File: config.mk
export PLATFORM = sky130hd
export DESIGN_NAME = contiguous_chunk_allocator_flat
export DESIGN_NICKNAME = d
export VERILOG_FILES = /design/src/rtl/core/cca_pkg.sv /design/src/rtl/core/cca_ifs.sv /design/src/rtl/core/cca_front.sv /design/src/rtl/core/cca_queue.sv /design/src/rtl/core/cca_back.sv /design/src/rtl/core/contiguous_chunk_allocator.sv /design/src/flat_wrapper.sv
export VERILOG_INCLUDE_DIRS = /design/src /design/src/rtl/core
export SDC_FILE = /design/constraint.sdc
export NUM_CORES = 1
export LEC_CHECK = 0
export BUFFER_PORTS_ARGS = -buffer_cell sky130_fd_sc_hd__clkbuf_2
export CAP_MARGIN = 20
export CORE_UTILIZATION = 61
export DETAILED_ROUTE_END_ITERATION = 10
export GPL_TIMING_DRIVEN = 1
export PLACE_DENSITY_LB_ADDON = 0.1
export SETUP_SLACK_MARGIN = 0.15
export SKIP_LAST_GASP = 1
export SLEW_MARGIN = 20
export SYNTH_ARGS = -nofsm -noshare
export SYNTH_HDL_FRONTEND = slang
export SYNTH_HIERARCHICAL = 1
export SYNTH_SLANG_ARGS = --single-unit
File: constraint.sdc
create_clock -name i_clk -period 7.55 [get_ports i_clk]
set_clock_uncertainty 0.2 [all_clocks]
set_input_delay 0.3775 -clock i_clk [delete_from_list [all_inputs] [get_ports i_clk]]
set_output_delay 0.3775 -clock i_clk [all_outputs]
set_load 0.05 [all_outputs]
File: src/rtl/core/contiguous_chunk_allocator_macros.svh
// Assertion macros shared by the chunk allocator RTL.
`ifndef CONTIGUOUS_CHUNK_ALLOCATOR_MACROS_SVH
`define CONTIGUOUS_CHUNK_ALLOCATOR_MACROS_SVH

// Same-cycle implication, sampled on i_clk, off while i_rst_n is low.
`define CCA_ASSERT_IMP(lbl, cond, prop, msg) \
    lbl: assert property (@(posedge i_clk) disable iff (!i_rst_n) (cond) |-> (prop)) \
        else $error(msg);

// Next-cycle implication, sampled on i_clk, off while i_rst_n is low.
`define CCA_ASSERT_NXT(lbl, cond, prop, msg) \
    lbl: assert property (@(posedge i_clk) disable iff (!i_rst_n) (cond) |=> (prop)) \
        else $error(msg);

`endif

File: src/rtl/core/cca_pkg.sv
// Shared types and constants of the contiguous chunk allocator.
package cca_pkg;

    localparam int SIZE_W     = 32;
    localparam int ADDR_W     = 64;
    localparam int RSIZE_W    = 29;
    localparam int INB_W      = 32;
    localparam int STATUS_W   = 2;
    localparam int CFG_IDX_W  = 2;
    localparam int CFG_DATA_W = 64;

    localparam logic CMD_ALLOC = 1'b0;
    localparam logic CMD_FREE  = 1'b1;

    localparam logic [STATUS_W-1:0] ST_OK      = 2'd0;
    localparam logic [STATUS_W-1:0] ST_INVAL   = 2'd1;
    localparam logic [STATUS_W-1:0] ST_NOSPACE = 2'd2;

    localparam logic [CFG_IDX_W-1:0] CFG_BASE  = 2'd0;
    localparam logic [CFG_IDX_W-1:0] CFG_RSIZE = 2'd1;
    localparam logic [CFG_IDX_W-1:0] CFG_INB   = 2'd2;

    // job fields sized for the largest supported chunk count (4096)
    localparam int JOB_IDX_W   = 12;
    localparam int JOB_CNT_W   = 13;
    localparam int QUEUE_DEPTH = 2;
    localparam int QPTR_W      = $clog2(QUEUE_DEPTH);
    localparam int QCNT_W      = $clog2(QUEUE_DEPTH + 1);

    typedef enum logic [1:0] {
        JOB_REPLY,
        JOB_ALLOC,
        JOB_FREE
    } t_job_kind;

    typedef struct packed {
        t_job_kind              kind;
        logic [STATUS_W-1:0]    status;
        logic [JOB_CNT_W-1:0]   need;
        logic [JOB_IDX_W-1:0]   start;
    } t_job;

endpackage

File: src/rtl/core/cca_ifs.sv
// Request and response channel interfaces of the chunk allocator.
interface cca_req_if import cca_pkg::*; ();
    logic              valid;
    logic              ready;
    logic              cmd;
    logic [SIZE_W-1:0] req_size;
    logic [ADDR_W-1:0] free_addr;

    modport source (output valid, cmd, req_size, free_addr, input ready);
    modport sink   (input valid, cmd, req_size, free_addr, output ready);
endinterface

interface cca_rsp_if import cca_pkg::*; ();
    logic                valid;
    logic                ready;
    logic [STATUS_W-1:0] status;
    logic [ADDR_W-1:0]   alloc_pa;
    logic [INB_W-1:0]    alloc_ia;

    modport source (output valid, status, alloc_pa, alloc_ia, input ready);
    modport sink   (input valid, status, alloc_pa, alloc_ia, output ready);
endinterface

File: src/rtl/core/cca_front.sv
// Front end: takes request items, checks arguments and builds jobs.
module cca_front import cca_pkg::*; #(
    parameter int N_CHUNKS    = 256,
    parameter int CHUNK_SHIFT = 20
) (
    input  logic                               i_clk,
    input  logic                               i_rst_n,
    cca_req_if.sink                            i_req,
    input  logic                               i_enable,
    input  logic [ADDR_W-1:0]                  i_base,
    input  logic [RSIZE_W-1:0]                 i_rsize,
    input  logic [$clog2(N_CHUNKS+1)-1:0]      i_count,
    input  logic                               i_full,
    output logic                               o_push,
    output t_job                               o_job
);

    localparam int NW = SIZE_W + 1 - CHUNK_SHIFT;
    localparam int EW = ADDR_W + 1;

    typedef enum logic [1:0] {
        F_IDLE,
        F_CALC,
        F_CLASS
    } t_fstate;

    t_fstate            r_state;
    logic               r_cmd;
    logic [SIZE_W-1:0]  r_size;
    logic [ADDR_W-1:0]  r_addr;
    logic [ADDR_W-1:0]  r_off;
    logic               r_borrow;
    logic [NW-1:0]      r_need;

    logic [NW-1:0]      need_c;
    logic [ADDR_W-1:0]  start_full;
    logic [EW-1:0]      end_sum;
    logic               size_zero;

    assign i_req.ready = (r_state == F_IDLE) && i_enable;
    assign o_push      = (r_state == F_CLASS) && !i_full;

    // chunks needed, rounded up
    assign need_c = NW'(r_size >> CHUNK_SHIFT) + NW'(|r_size[CHUNK_SHIFT-1:0]);

    always_ff @(posedge i_clk) begin
        if (!i_rst_n) begin
            r_state <= F_IDLE;
        end else begin
            unique case (r_state)
                F_IDLE: begin
                    if (i_req.valid && i_req.ready) begin
                        r_cmd   <= i_req.cmd;
                        r_size  <= i_req.req_size;
                        r_addr  <= i_req.free_addr;
                        r_state <= F_CALC;
                    end
                end
                F_CALC: begin
                    r_need              <= need_c;
                    {r_borrow, r_off}   <= {1'b0, r_addr} - {1'b0, i_base};
                    r_state             <= F_CLASS;
                end
                F_CLASS: begin
                    if (!i_full) begin
                        r_state <= F_IDLE;
                    end
                end
                default: r_state <= F_IDLE;
            endcase
        end
    end

    always_comb begin
        size_zero    = (r_size == '0);
        start_full   = r_off >> CHUNK_SHIFT;
        end_sum      = EW'(start_full) + EW'(r_need);
        o_job.kind   = JOB_REPLY;
        o_job.status = ST_INVAL;
        o_job.need   = JOB_CNT_W'(r_need);
        o_job.start  = JOB_IDX_W'(start_full);
        if (r_cmd == CMD_ALLOC) begin
            if (size_zero || (r_size > SIZE_W'(i_rsize))) begin
                o_job.status = ST_INVAL;
            end else if (SIZE_W'(r_need) > SIZE_W'(i_count)) begin
                o_job.status = ST_NOSPACE;
            end else begin
                o_job.kind   = JOB_ALLOC;
                o_job.status = ST_OK;
            end
        end else begin
            if (size_zero || r_borrow || (r_off >= ADDR_W'(i_rsize)) ||
                (|r_off[CHUNK_SHIFT-1:0]) || (end_sum > EW'(i_count))) begin
                o_job.status = ST_INVAL;
            end else begin
                o_job.kind   = JOB_FREE;
                o_job.status = ST_OK;
            end
        end
    end

endmodule

File: src/rtl/core/cca_queue.sv
// Short job queue between front end and back end.
`include "contiguous_chunk_allocator_macros.svh"
module cca_queue import cca_pkg::*; (
    input  logic i_clk,
    input  logic i_rst_n,
    input  logic i_push,
    input  t_job i_job,
    output logic o_full,
    input  logic i_pop,
    output logic o_valid,
    output t_job o_job
);

    t_job               r_mem [QUEUE_DEPTH];
    logic [QPTR_W-1:0]  r_wptr;
    logic [QPTR_W-1:0]  r_rptr;
    logic [QCNT_W-1:0]  r_cnt;

    assign o_full  = (r_cnt == QCNT_W'(QUEUE_DEPTH));
    assign o_valid = (r_cnt != '0);
    assign o_job   = r_mem[r_rptr];

    always_ff @(posedge i_clk) begin
        if (i_push) begin
            r_mem[r_wptr] <= i_job;
        end
    end

    always_ff @(posedge i_clk) begin
        if (!i_rst_n) begin
            r_wptr <= '0;
            r_rptr <= '0;
            r_cnt  <= '0;
        end else begin
            if (i_push) begin
                r_wptr <= r_wptr + QPTR_W'(1);
            end
            if (i_pop) begin
                r_rptr <= r_rptr + QPTR_W'(1);
            end
            if (i_push && !i_pop) begin
                r_cnt <= r_cnt + QCNT_W'(1);
            end else if (i_pop && !i_push) begin
                r_cnt <= r_cnt - QCNT_W'(1);
            end
        end
    end

    `CCA_ASSERT_IMP(a_no_push_full, i_push, !o_full, "job pushed into a full queue")
    `CCA_ASSERT_IMP(a_no_pop_empty, i_pop, o_valid, "job popped from an empty queue")
    `CCA_ASSERT_NXT(a_push_lands, i_push && !i_pop, o_valid, "pushed job not visible")

endmodule

File: src/rtl/core/cca_back.sv
// Back end: bitmap memory, first-fit scan, run marking and result register.
`include "contiguous_chunk_allocator_macros.svh"
module cca_back import cca_pkg::*; #(
    parameter int N_CHUNKS    = 256,
    parameter int CHUNK_SHIFT = 20
) (
    input  logic                               i_clk,
    input  logic                               i_rst_n,
    input  logic                               i_job_valid,
    input  t_job                               i_job,
    output logic                               o_pop,
    input  logic [ADDR_W-1:0]                  i_base,
    input  logic [INB_W-1:0]                   i_inb,
    input  logic [$clog2(N_CHUNKS+1)-1:0]      i_count,
    output logic                               o_init_done,
    cca_rsp_if.source                          o_rsp
);

    localparam int CW = $clog2(N_CHUNKS + 1);
    localparam int IW = (N_CHUNKS > 1) ? $clog2(N_CHUNKS) : 1;

    typedef enum logic [2:0] {
        B_CLEAR,
        B_IDLE,
        B_SCAN,
        B_WRITE,
        B_ADDR
    } t_bstate;

    t_bstate                r_state;
    logic                   r_map [N_CHUNKS];
    logic                   r_rd_data;
    logic [CW-1:0]          r_rd_idx;
    logic [CW-1:0]          r_chk_idx;
    logic                   r_chk_valid;
    logic [CW-1:0]          r_run;
    logic [CW-1:0]          r_need;
    logic [CW-1:0]          r_left;
    logic [IW-1:0]          r_wr_idx;
    logic                   r_wr_val;
    logic                   r_is_alloc;
    logic [IW-1:0]          r_start;

    logic                   r_rsp_valid;
    logic [STATUS_W-1:0]    r_rsp_status;
    logic [ADDR_W-1:0]      r_rsp_phys;
    logic [INB_W-1:0]       r_rsp_inb;

    logic                   mem_we;
    logic [CW-1:0]          run_n;
    logic [CW-1:0]          found;
    logic [ADDR_W-1:0]      chunk_off;

    assign o_init_done = (r_state != B_CLEAR);
    assign o_pop       = (r_state == B_IDLE) && i_job_valid && !r_rsp_valid;
    assign mem_we      = (r_state == B_CLEAR) || (r_state == B_WRITE);
    assign run_n       = r_rd_data ? '0 : r_run + CW'(1);
    assign found       = r_chk_idx + CW'(1) - r_need;
    assign chunk_off   = ADDR_W'(r_start) << CHUNK_SHIFT;

    assign o_rsp.valid    = r_rsp_valid;
    assign o_rsp.status   = r_rsp_status;
    assign o_rsp.alloc_pa = r_rsp_phys;
    assign o_rsp.alloc_ia = r_rsp_inb;

    // bitmap: one write port, one registered read port
    always_ff @(posedge i_clk) begin
        if (mem_we) begin
            r_map[r_wr_idx] <= r_wr_val;
        end
        r_rd_data <= r_map[r_rd_idx[IW-1:0]];
    end

    always_ff @(posedge i_clk) begin
        if (!i_rst_n) begin
            r_state     <= B_CLEAR;
            r_wr_idx    <= '0;
            r_wr_val    <= 1'b0;
            r_rsp_valid <= 1'b0;
        end else begin
            if (o_rsp.valid && o_rsp.ready) begin
                r_rsp_valid <= 1'b0;
            end
            unique case (r_state)
                B_CLEAR: begin
                    r_wr_idx <= r_wr_idx + IW'(1);
                    if (r_wr_idx == IW'(N_CHUNKS - 1)) begin
                        r_state <= B_IDLE;
                    end
                end
                B_IDLE: begin
                    if (o_pop) begin
                        r_need     <= i_job.need[CW-1:0];
                        r_left     <= i_job.need[CW-1:0];
                        r_wr_idx   <= i_job.start[IW-1:0];
                        r_is_alloc <= (i_job.kind == JOB_ALLOC);
                        r_wr_val   <= (i_job.kind == JOB_ALLOC);
                        unique case (i_job.kind)
                            JOB_ALLOC: begin
                                r_rd_idx    <= '0;
                                r_chk_valid <= 1'b0;
                                r_run       <= '0;
                                r_state     <= B_SCAN;
                            end
                            JOB_FREE: begin
                                r_state <= B_WRITE;
                            end
                            default: begin
                                r_rsp_valid  <= 1'b1;
                                r_rsp_status <= i_job.status;
                                r_rsp_phys   <= '0;
                                r_rsp_inb    <= '0;
                            end
                        endcase
                    end
                end
                B_SCAN: begin
                    r_rd_idx    <= r_rd_idx + CW'(1);
                    r_chk_idx   <= r_rd_idx;
                    r_chk_valid <= 1'b1;
                    if (r_chk_valid) begin
                        r_run <= run_n;
                        if (run_n == r_need) begin
                            r_start  <= IW'(found);
                            r_wr_idx <= IW'(found);
                            r_state  <= B_WRITE;
                        end else if (r_chk_idx + CW'(1) == i_count) begin
                            r_rsp_valid  <= 1'b1;
                            r_rsp_status <= ST_NOSPACE;
                            r_rsp_phys   <= '0;
                            r_rsp_inb    <= '0;
                            r_state      <= B_IDLE;
                        end
                    end
                end
                B_WRITE: begin
                    r_wr_idx <= r_wr_idx + IW'(1);
                    r_left   <= r_left - CW'(1);
                    if (r_left == CW'(1)) begin
                        if (r_is_alloc) begin
                            r_state <= B_ADDR;
                        end else begin
                            r_rsp_valid  <= 1'b1;
                            r_rsp_status <= ST_OK;
                            r_rsp_phys   <= '0;
                            r_rsp_inb    <= '0;
                            r_state      <= B_IDLE;
                        end
                    end
                end
                B_ADDR: begin
                    r_rsp_valid  <= 1'b1;
                    r_rsp_status <= ST_OK;
                    r_rsp_phys   <= i_base + chunk_off;
                    r_rsp_inb    <= i_inb + chunk_off[INB_W-1:0];
                    r_state      <= B_IDLE;
                end
                default: r_state <= B_IDLE;
            endcase
        end
    end

    `CCA_ASSERT_IMP(a_run_short, (r_state == B_SCAN) && r_chk_valid, r_run < r_need, "missed hit")
    `CCA_ASSERT_IMP(a_wr_range, r_state == B_WRITE, CW'(r_wr_idx) < i_count, "write past end")
    `CCA_ASSERT_IMP(a_pop_room, o_pop, !r_rsp_valid, "result slot busy")

endmodule

File: src/rtl/core/contiguous_chunk_allocator.sv
// Top level of the first-fit contiguous chunk allocator.
//
//  channel    dir  handshake            payload
//  i_req      in   valid/ready          cmd, req_size, free_addr
//  o_rsp      out  valid/ready          status, alloc_pa, alloc_ia
//  i_cfg_*    in   i_cfg_we, no stall   i_cfg_idx, i_cfg_wdata
//
//  Front end takes one item at a time (capture, offset subtract, classify).
//  Allocate: first-fit scan reads one bitmap bit per cycle through the single
//  memory read port until the first fitting run or the last usable chunk,
//  then marks the run chunk by chunk and adds the address. Free: clears the
//  run chunk by chunk. Rejected items return without touching the bitmap.
//  After reset the bitmap is cleared before i_req.ready rises; configuration
//  writes are taken during that pass.
//  A stalled o_rsp holds the result; the front end keeps taking items into
//  a 2-entry job queue until it fills.
module contiguous_chunk_allocator import cca_pkg::*; #(
    parameter int N_CHUNKS    = 256,
    parameter int CHUNK_SHIFT = 20
) (
    input  logic                    i_clk,
    input  logic                    i_rst_n,
    cca_req_if.sink                 i_req,
    cca_rsp_if.source               o_rsp,
    input  logic                    i_cfg_we,
    input  logic [CFG_IDX_W-1:0]    i_cfg_idx,
    input  logic [CFG_DATA_W-1:0]   i_cfg_wdata
);

    localparam int CW = $clog2(N_CHUNKS + 1);

    // configuration registers
    logic [ADDR_W-1:0]   r_base;
    logic [RSIZE_W-1:0]  r_rsize;
    logic [INB_W-1:0]    r_inb;
    logic [CW-1:0]       r_count;     // usable chunks, capped at N_CHUNKS

    logic [RSIZE_W-1:0]  cfg_chunks;

    // front/back plumbing
    logic   push;
    logic   pop;
    logic   q_full;
    logic   q_valid;
    t_job   job_in;
    t_job   job_out;
    logic   init_done;

    assign cfg_chunks = i_cfg_wdata[RSIZE_W-1:0] >> CHUNK_SHIFT;

    always_ff @(posedge i_clk) begin
        if (!i_rst_n) begin
            r_base  <= '0;
            r_rsize <= '0;
            r_inb   <= '0;
            r_count <= '0;
        end else if (i_cfg_we) begin
            unique case (i_cfg_idx)
                CFG_BASE: r_base <= i_cfg_wdata;
                CFG_RSIZE: begin
                    r_rsize <= i_cfg_wdata[RSIZE_W-1:0];
                    r_count <= (cfg_chunks > RSIZE_W'(N_CHUNKS)) ?
                               CW'(N_CHUNKS) : CW'(cfg_chunks);
                end
                CFG_INB: r_inb <= i_cfg_wdata[INB_W-1:0];
                default: ;  // unmapped index, dropped
            endcase
        end
    end

    cca_front #(
        .N_CHUNKS    (N_CHUNKS),
        .CHUNK_SHIFT (CHUNK_SHIFT)
    ) u_front (
        .i_clk    (i_clk),
        .i_rst_n  (i_rst_n),
        .i_req    (i_req),
        .i_enable (init_done),
        .i_base   (r_base),
        .i_rsize  (r_rsize),
        .i_count  (r_count),
        .i_full   (q_full),
        .o_push   (push),
        .o_job    (job_in)
    );

    cca_queue u_queue (
        .i_clk   (i_clk),
        .i_rst_n (i_rst_n),
        .i_push  (push),
        .i_job   (job_in),
        .o_full  (q_full),
        .i_pop   (pop),
        .o_valid (q_valid),
        .o_job   (job_out)
    );

    cca_back #(
        .N_CHUNKS    (N_CHUNKS),
        .CHUNK_SHIFT (CHUNK_SHIFT)
    ) u_back (
        .i_clk       (i_clk),
        .i_rst_n     (i_rst_n),
        .i_job_valid (q_valid),
        .i_job       (job_out),
        .o_pop       (pop),
        .i_base      (r_base),
        .i_inb       (r_inb),
        .i_count     (r_count),
        .o_init_done (init_done),
        .o_rsp       (o_rsp)
    );

endmodule
File: src/flat_wrapper.sv
// flat-port wrapper written by rule: the top's interface ports become plain ports
module contiguous_chunk_allocator_flat import cca_pkg::*;
#(
    parameter int N_CHUNKS    = 256,
    parameter int CHUNK_SHIFT = 20
)
  (i_clk, i_rst_n, i_cfg_we, i_cfg_idx, i_cfg_wdata, i_req_valid, i_req_cmd, i_req_req_size, i_req_free_addr, i_req_ready, o_rsp_valid, o_rsp_status, o_rsp_alloc_pa, o_rsp_alloc_ia, o_rsp_ready);
  cca_req_if i_req_i ();
  cca_rsp_if o_rsp_i ();
  input  logic i_clk;
  input  logic i_rst_n;
  input  logic i_cfg_we;
  input  logic [CFG_IDX_W-1:0] i_cfg_idx;
  input  logic [CFG_DATA_W-1:0] i_cfg_wdata;
  input wire logic [$bits(i_req_i.valid)-1:0] i_req_valid;
  input wire logic [$bits(i_req_i.cmd)-1:0] i_req_cmd;
  input wire logic [$bits(i_req_i.req_size)-1:0] i_req_req_size;
  input wire logic [$bits(i_req_i.free_addr)-1:0] i_req_free_addr;
  output wire logic [$bits(i_req_i.ready)-1:0] i_req_ready;
  output wire logic [$bits(o_rsp_i.valid)-1:0] o_rsp_valid;
  output wire logic [$bits(o_rsp_i.status)-1:0] o_rsp_status;
  output wire logic [$bits(o_rsp_i.alloc_pa)-1:0] o_rsp_alloc_pa;
  output wire logic [$bits(o_rsp_i.alloc_ia)-1:0] o_rsp_alloc_ia;
  input wire logic [$bits(o_rsp_i.ready)-1:0] o_rsp_ready;
  assign i_req_i.valid = i_req_valid;
  assign i_req_i.cmd = i_req_cmd;
  assign i_req_i.req_size = i_req_req_size;
  assign i_req_i.free_addr = i_req_free_addr;
  assign i_req_ready = i_req_i.ready;
  assign o_rsp_valid = o_rsp_i.valid;
  assign o_rsp_status = o_rsp_i.status;
  assign o_rsp_alloc_pa = o_rsp_i.alloc_pa;
  assign o_rsp_alloc_ia = o_rsp_i.alloc_ia;
  assign o_rsp_i.ready = o_rsp_ready;
  contiguous_chunk_allocator #(.N_CHUNKS(N_CHUNKS), .CHUNK_SHIFT(CHUNK_SHIFT)) u_core (.i_clk(i_clk), .i_rst_n(i_rst_n), .i_req(i_req_i), .o_rsp(o_rsp_i), .i_cfg_we(i_cfg_we), .i_cfg_idx(i_cfg_idx), .i_cfg_wdata(i_cfg_wdata));
endmodule
# After elaboration in Yosys (flattened, before gate mapping)
# Memories as Yosys holds them, arrays and structs flattened. A register that Yosys moved wholly into a read port is not among the register bits.
# Index checks and enable logic that the tools add are counted.
totals:
  n_memories: 2
  input_bits: 168
  ram_bits: 314
  word_cells: 205
  output_inout_bits: 100
  regBits: 481
classes:
  order_cmp: 5
  reduce_logical: 49
  n_addsub: 15
  muxes: 76
  n_eq_ne: 29
memory_table:
  columns: ["memory", "words", "word_bits", "read_ports", "rd_clocked_by_memory_dff", "wr", "line_no", "text"]
  rows:
  - ["u_core.u_back.r_map", 256, 1, 1, 1, 1, "cca_back.sv:31", "logic r_map [N_CHUNKS];"]
  - ["u_core.u_queue.r_mem", 2, 29, 1, 1, 1, "cca_queue.sv:14", "t_job r_mem [QUEUE_DEPTH];"]
op_table:
  columns: ["cell", "n"]
  rows:
  - ["$mux W64", 7]
  - ["$pmux W64 S4", 1]
  - ["$mux W32", 7]
  - ["$pmux W32 S4", 1]
  - ["$sub A64 B64 Y65", 1]
  - ["$add A64 B28 Y64", 1]
  - ["$ge A64 B29 Y1", 1]
  - ["$mux W9", 6]
  - ["$pmux W9 S2", 3]
  - ["$add A44 B13 Y45", 1]
  - ["$gt A45 B9 Y1", 1]
  - ["$reduce_or A20 Y1", 2]
  - ["$add A32 B28 Y32", 1]
  - ["$gt A32 B29 Y1", 1]
  - ["$logic_not A32 Y1", 1]
  - ["$mux W2", 15]
  - ["$add A9 B1 Y9 const B", 3]
  - ["$mux W8", 3]
  - ["$pmux W8 S3", 1]
  - ["$mux W3", 7]
  - ["$eq A9 B9 Y1", 2]
  - ["$mux W1", 18]
  - ["$ne A2 B2 Y1 const B", 7]
  - ["$reduce_and A2 Y1", 7]
  - ["40 further kinds", 76]

# Depth between registers and ports, before layout
depth:
  ltp_word: 7
  ltp_mapped: 18
  depth_no_buf: 18

# Cells and area by module
# Netlist, hierarchy kept.
modules_own_cells:
  columns: ["module", "seq_area_each_um2", "cells_each", "n_inst", "area_each_um2"]
  rows:
  - ["cca_back", 12562.0, 1675, 1, 20581.0]
  - ["cca_front", 5295.1, 1176, 1, 12264.3]
  - ["contiguous_chunk_allocator", 2682.6, 515, 1, 5099.9]
  - ["cca_queue", 1841.8, 112, 1, 2313.5]

# Worst setup path after synthesis
# OpenSTA, ideal clock, no wires.
synth_timing:
  path_kind: "reg2reg"
  startpoint: "register u_core.u_back.r_chk_idx[3]"
  endpoint: "register u_core.u_back.r_rsp_inb[0], in the netlist u_core/u_back/o_rsp.alloc_ia[0], enable pin"
  stages_incl_launch_ff: 9
  n_path_buf: 1
  t_arrival_ns: 5.983
  path_slack_ns: 0.811
  setup_ns: 0.556
  path_cell_list: "edfxtp_1 clkbuf_1 nand4_1 o21a_1 o311ai_0 a21oi_1 nor4b_1 a21oi_1 nor2_1"
synth_via:
  elab_chain_len: 4
synth_rtl:
  columns: ["element", "line_no", "text"]
  rows:
  - ["start: declaration", "cca_back.sv:34", "logic [CW-1:0] r_chk_idx;"]
  - ["start signal: assignment", "cca_back.sv:119", "r_chk_idx <= r_rd_idx;"]
  - ["$add A9 B1 Y9", "cca_back.sv:127", "end else if (r_chk_idx + CW'(1) == i_count) begin"]
  - ["$eq A9 B9 Y1", "cca_back.sv:127", null]
  - ["$ne A2 B2 Y1 (no line)", null, null]
  - ["$reduce_and A9 Y1 (no line)", null, null]
  - ["end signal: assignment", "cca_back.sv:155", "r_rsp_inb <= i_inb + chunk_off[INB_W-1:0];"]
  - ["end: declaration", "cca_back.sv:47", "logic [INB_W-1:0] r_rsp_inb;"]
# Every way passes these cells.
# A chain may end at the register's enable or synchronous reset.

# Final worst setup path
layout_timing:
  startpoint: "register u_core.u_back.r_state[2]"
  endpoint: "register u_core.u_back.r_rsp_phys[54], in the netlist u_core/u_back/o_rsp.alloc_pa[54], enable pin"
layout_via:
  elab_chain_len: 5
  elab_cells_between_ends: 15
  classes_between: "11 x eq/ne; 4 x reduce/logical"
layout_rtl:
  columns: ["element", "line_no", "text"]
  rows:
  - ["start: declaration", "cca_back.sv:30", "t_bstate r_state;"]
  - ["start signal: assignment", "cca_back.sv:76", "r_state <= B_CLEAR;"]
  - ["start signal: assignment", "cca_back.sv:88", "r_state <= B_IDLE;"]
  - ["start signal: assignment", "cca_back.sv:103", "r_state <= B_SCAN;"]
  - ["$eq A3 B1 Y1", "cca_back.sv:55, cca_back.sv:84", null]
  - ["$logic_and A1 B1 Y1 (2 in a row)", "cca_back.sv:55", "assign o_pop = (r_state == B_IDLE) && i_job_valid && !r_rsp_valid;"]
  - ["$ne A2 B1 Y1 (no line)", null, null]
  - ["$reduce_and A9 Y1 (no line) *", null, null]
  - ["end signal: assignment", "cca_back.sv:154", "r_rsp_phys <= i_base + chunk_off;"]
  - ["end: declaration", "cca_back.sv:46", "logic [ADDR_W-1:0] r_rsp_phys;"]
# Mark *: on every way between the ends. The rest lies on a longest branch, timed or not.

==> run summary <==
total clock sinks: 781
reg2reg end: u_core/u_back/o_rsp.alloc_pa[54]
RSZ-0062 raised after global routing: no
Worst EP required: 7620 ps
Core Area: 64350 um^2
WHS: 101.1 ps
Critical Path End Type: flop
CTS tree: built
Top Ports: 268
vias in the first global route: 29.25k
Via density: 6.133
starting density of the core: 0.6163
Final ANT Viol Nets: 0
Root Buffer: clkbuf_16
hold path endpoint: u_core/r_inb[28]
Remaining DRCs: 0
Post-CTS Setup Inserts: 0
Worst Path Arrival: 4700 ps
initial detailed-routing violation count: 2741
critical path type: reg -> reg
max frequency: 0.2160 GHz
Via Count: 29.10k
Final Setup Violations: 0
Placer Congestion: 0.9082
max-slew violation count: 0
largest net degree at the start of global routing: 147
share of layout cells above drive strength 1: 0.1419
Period minus WS final: 4629 ps
Mapped Avg Cell Area: 11.50 um^2
Worst Reg-to-Reg Cells: 7
first-pass GRT wire length: 163.0 mm
final period utilization: 0.6132
row count: 93
drt total wl: 107.0 mm
initial antenna violation count: 0
area grow syn2layout: 15.95%
max-cap violation count: 0
Finished Layout Cells: 4745
Synthesized Nets: 3813
HP Class: in -> reg
DR WL/cell: 22.54 um
setup slack, reg-to-reg: 2920 ps
worst-path fanout max: 55
die height: 257.0 um
hold buffers post-CTS: 180
DP HPWL: 73.76 mm
power density cells: 257.7 nW/um^2
Hold Startpoint: i_cfg_wdata[28]
die area: 66040 um^2
Syn. warnings: 6
clock insertion delay at the later pin of the skew report: 640 ps
htree depth: 3
placed cell count: 4413
Post-CTS Resized: 0
final hold vios: 0
die width: 257.0 um
Hold Path Depth: 3
nets@finish: 4184
port bufs: 267
Reg2Reg Launch Point: u_core/u_back/r_state[2]
Synth Instances: 3450
GRT Overall Usage: 0.3211
Clock Pin Slew Worst Setup and Hold Paths: 60 ps
largest buffer count on any clock path: 3
TritonCTS Buffers: 81
Peak VDD IR: 0.0001828 V
worst slew pin tran: 1103 ps
Startpoint Class: flop
mapped cell area: 39660 um^2
TritonRoute pass-1 iters: 8
FILL cells: 4406
Static Leak: 16.83 nW
status: finished clean
Sum Neg Setup Slack: 0 ps
# diodes: 0
Rel. slew slack: 0.2646
GRT overflow: 0
-- layout by cell type, fill, tap and decap left out, drive strengths merged, types with 24 or more instances in the layout --
cell and n:
o21a 31, a21o 63, nor2b 39, and3 69, xor2 38, ha 190
nand2b 29, nand3 87, a21oi 152, nor3 41, clkbuf 379, a211oi 32
mux2i 145, dfxtp 155, buf 24, nand4 49, inv 187, dlygate4sd3 180
o21ai 107, nand2 343, nor2 393, nor4 28, xnor2 115, mux4 64
edfxtp 626
-- state kept, by name, indices dropped and copies added, names as in the netlist, 32 cells and up, named ones only --
signal	flops
u_core/r_base	64
u_core/r_inb	32
u_core/u_back/o_rsp.alloc_ia	32
u_core/u_back/o_rsp.alloc_pa	64
u_core/u_back/r_map	256
u_core/u_front/r_addr	64
u_core/u_front/r_off	64
u_core/u_front/r_size	32
u_core/u_queue/r_mem	42
-- power breakdown --
part,switching [mW],total [mW],internal [mW]
Clock,1.73,4.08,2.35
Combinational,1.75,2.55,0.799
Sequential,0.231,5.22,4.99
Total,3.71,11.9,8.14
-- cell type report --
cell class              count  area [um^2]  area share
multi-input cells        2307        16270      0.3539
well taps                 855         1070     0.02327
clock inverters            39        442.9    0.009633
flip-flops and latches    781        21910      0.4764
inverters                 180        675.6     0.01469
clock buffers             113         2280     0.04958
repair buffers            470         3333     0.07249
-- stage by stage --
step / setup WS, ps / instance area, um^2 / total power, mW / utilization
after floorplan: 810.9 / 39660 / 7.021 / -
after global placement: 3120 / 41450 / 7.668 / 0.6441
after detailed placement: 2983 / 41450 / 7.727 / 0.6441
after CTS: 2997 / 45970 / 11.85 / 0.7144
after global routing: 2624 / 45980 / 12.25 / 0.7146
final: 2921 / 45980 / 11.85 / 0.7146
-- worst max-delay path, stage by stage (launching register included) --
cell	delay, ps
dfxtp_2	1030
inv_1	440
nand3_1	670
o221a_2	360
nand3_1	120
nor2_4	140
buf_4	580
buf_4	650
-- worst max path at each step --
stage	from	to	slack, ps
2_1_floorplan	u_core/u_back/r_chk_idx[3]	u_core/u_back/o_rsp.alloc_ia[0]	810
3_3_place_gp	u_core/u_back/r_state[2]	u_core/u_back/o_rsp.alloc_pa[50]	3120
3_5_place_dp	u_core/u_back/r_state[2]	u_core/u_back/o_rsp.alloc_pa[54]	2980
4_1_cts	u_core/u_back/r_state[2]	u_core/u_back/o_rsp.alloc_pa[26]	3000
5_1_grt	u_core/u_back/r_state[2]	u_core/u_back/o_rsp.alloc_pa[26]	2620
6_report	u_core/u_back/r_state[2]	u_core/u_back/o_rsp.alloc_pa[54]	2920
-- routing by layer --
metal	part of all wire	vias to the layer above	wire length, um	GRT usage
li1	-	13340	-	-
met1	0.39	14220	41510	0.4007
met2	0.50	1258	53520	0.5574
met3	0.067	287	7130	0.03960
met4	0.045	0	4807	0.1503
met5	0	-	0	0
No activity file was read; power rests on OpenSTA's default activity.
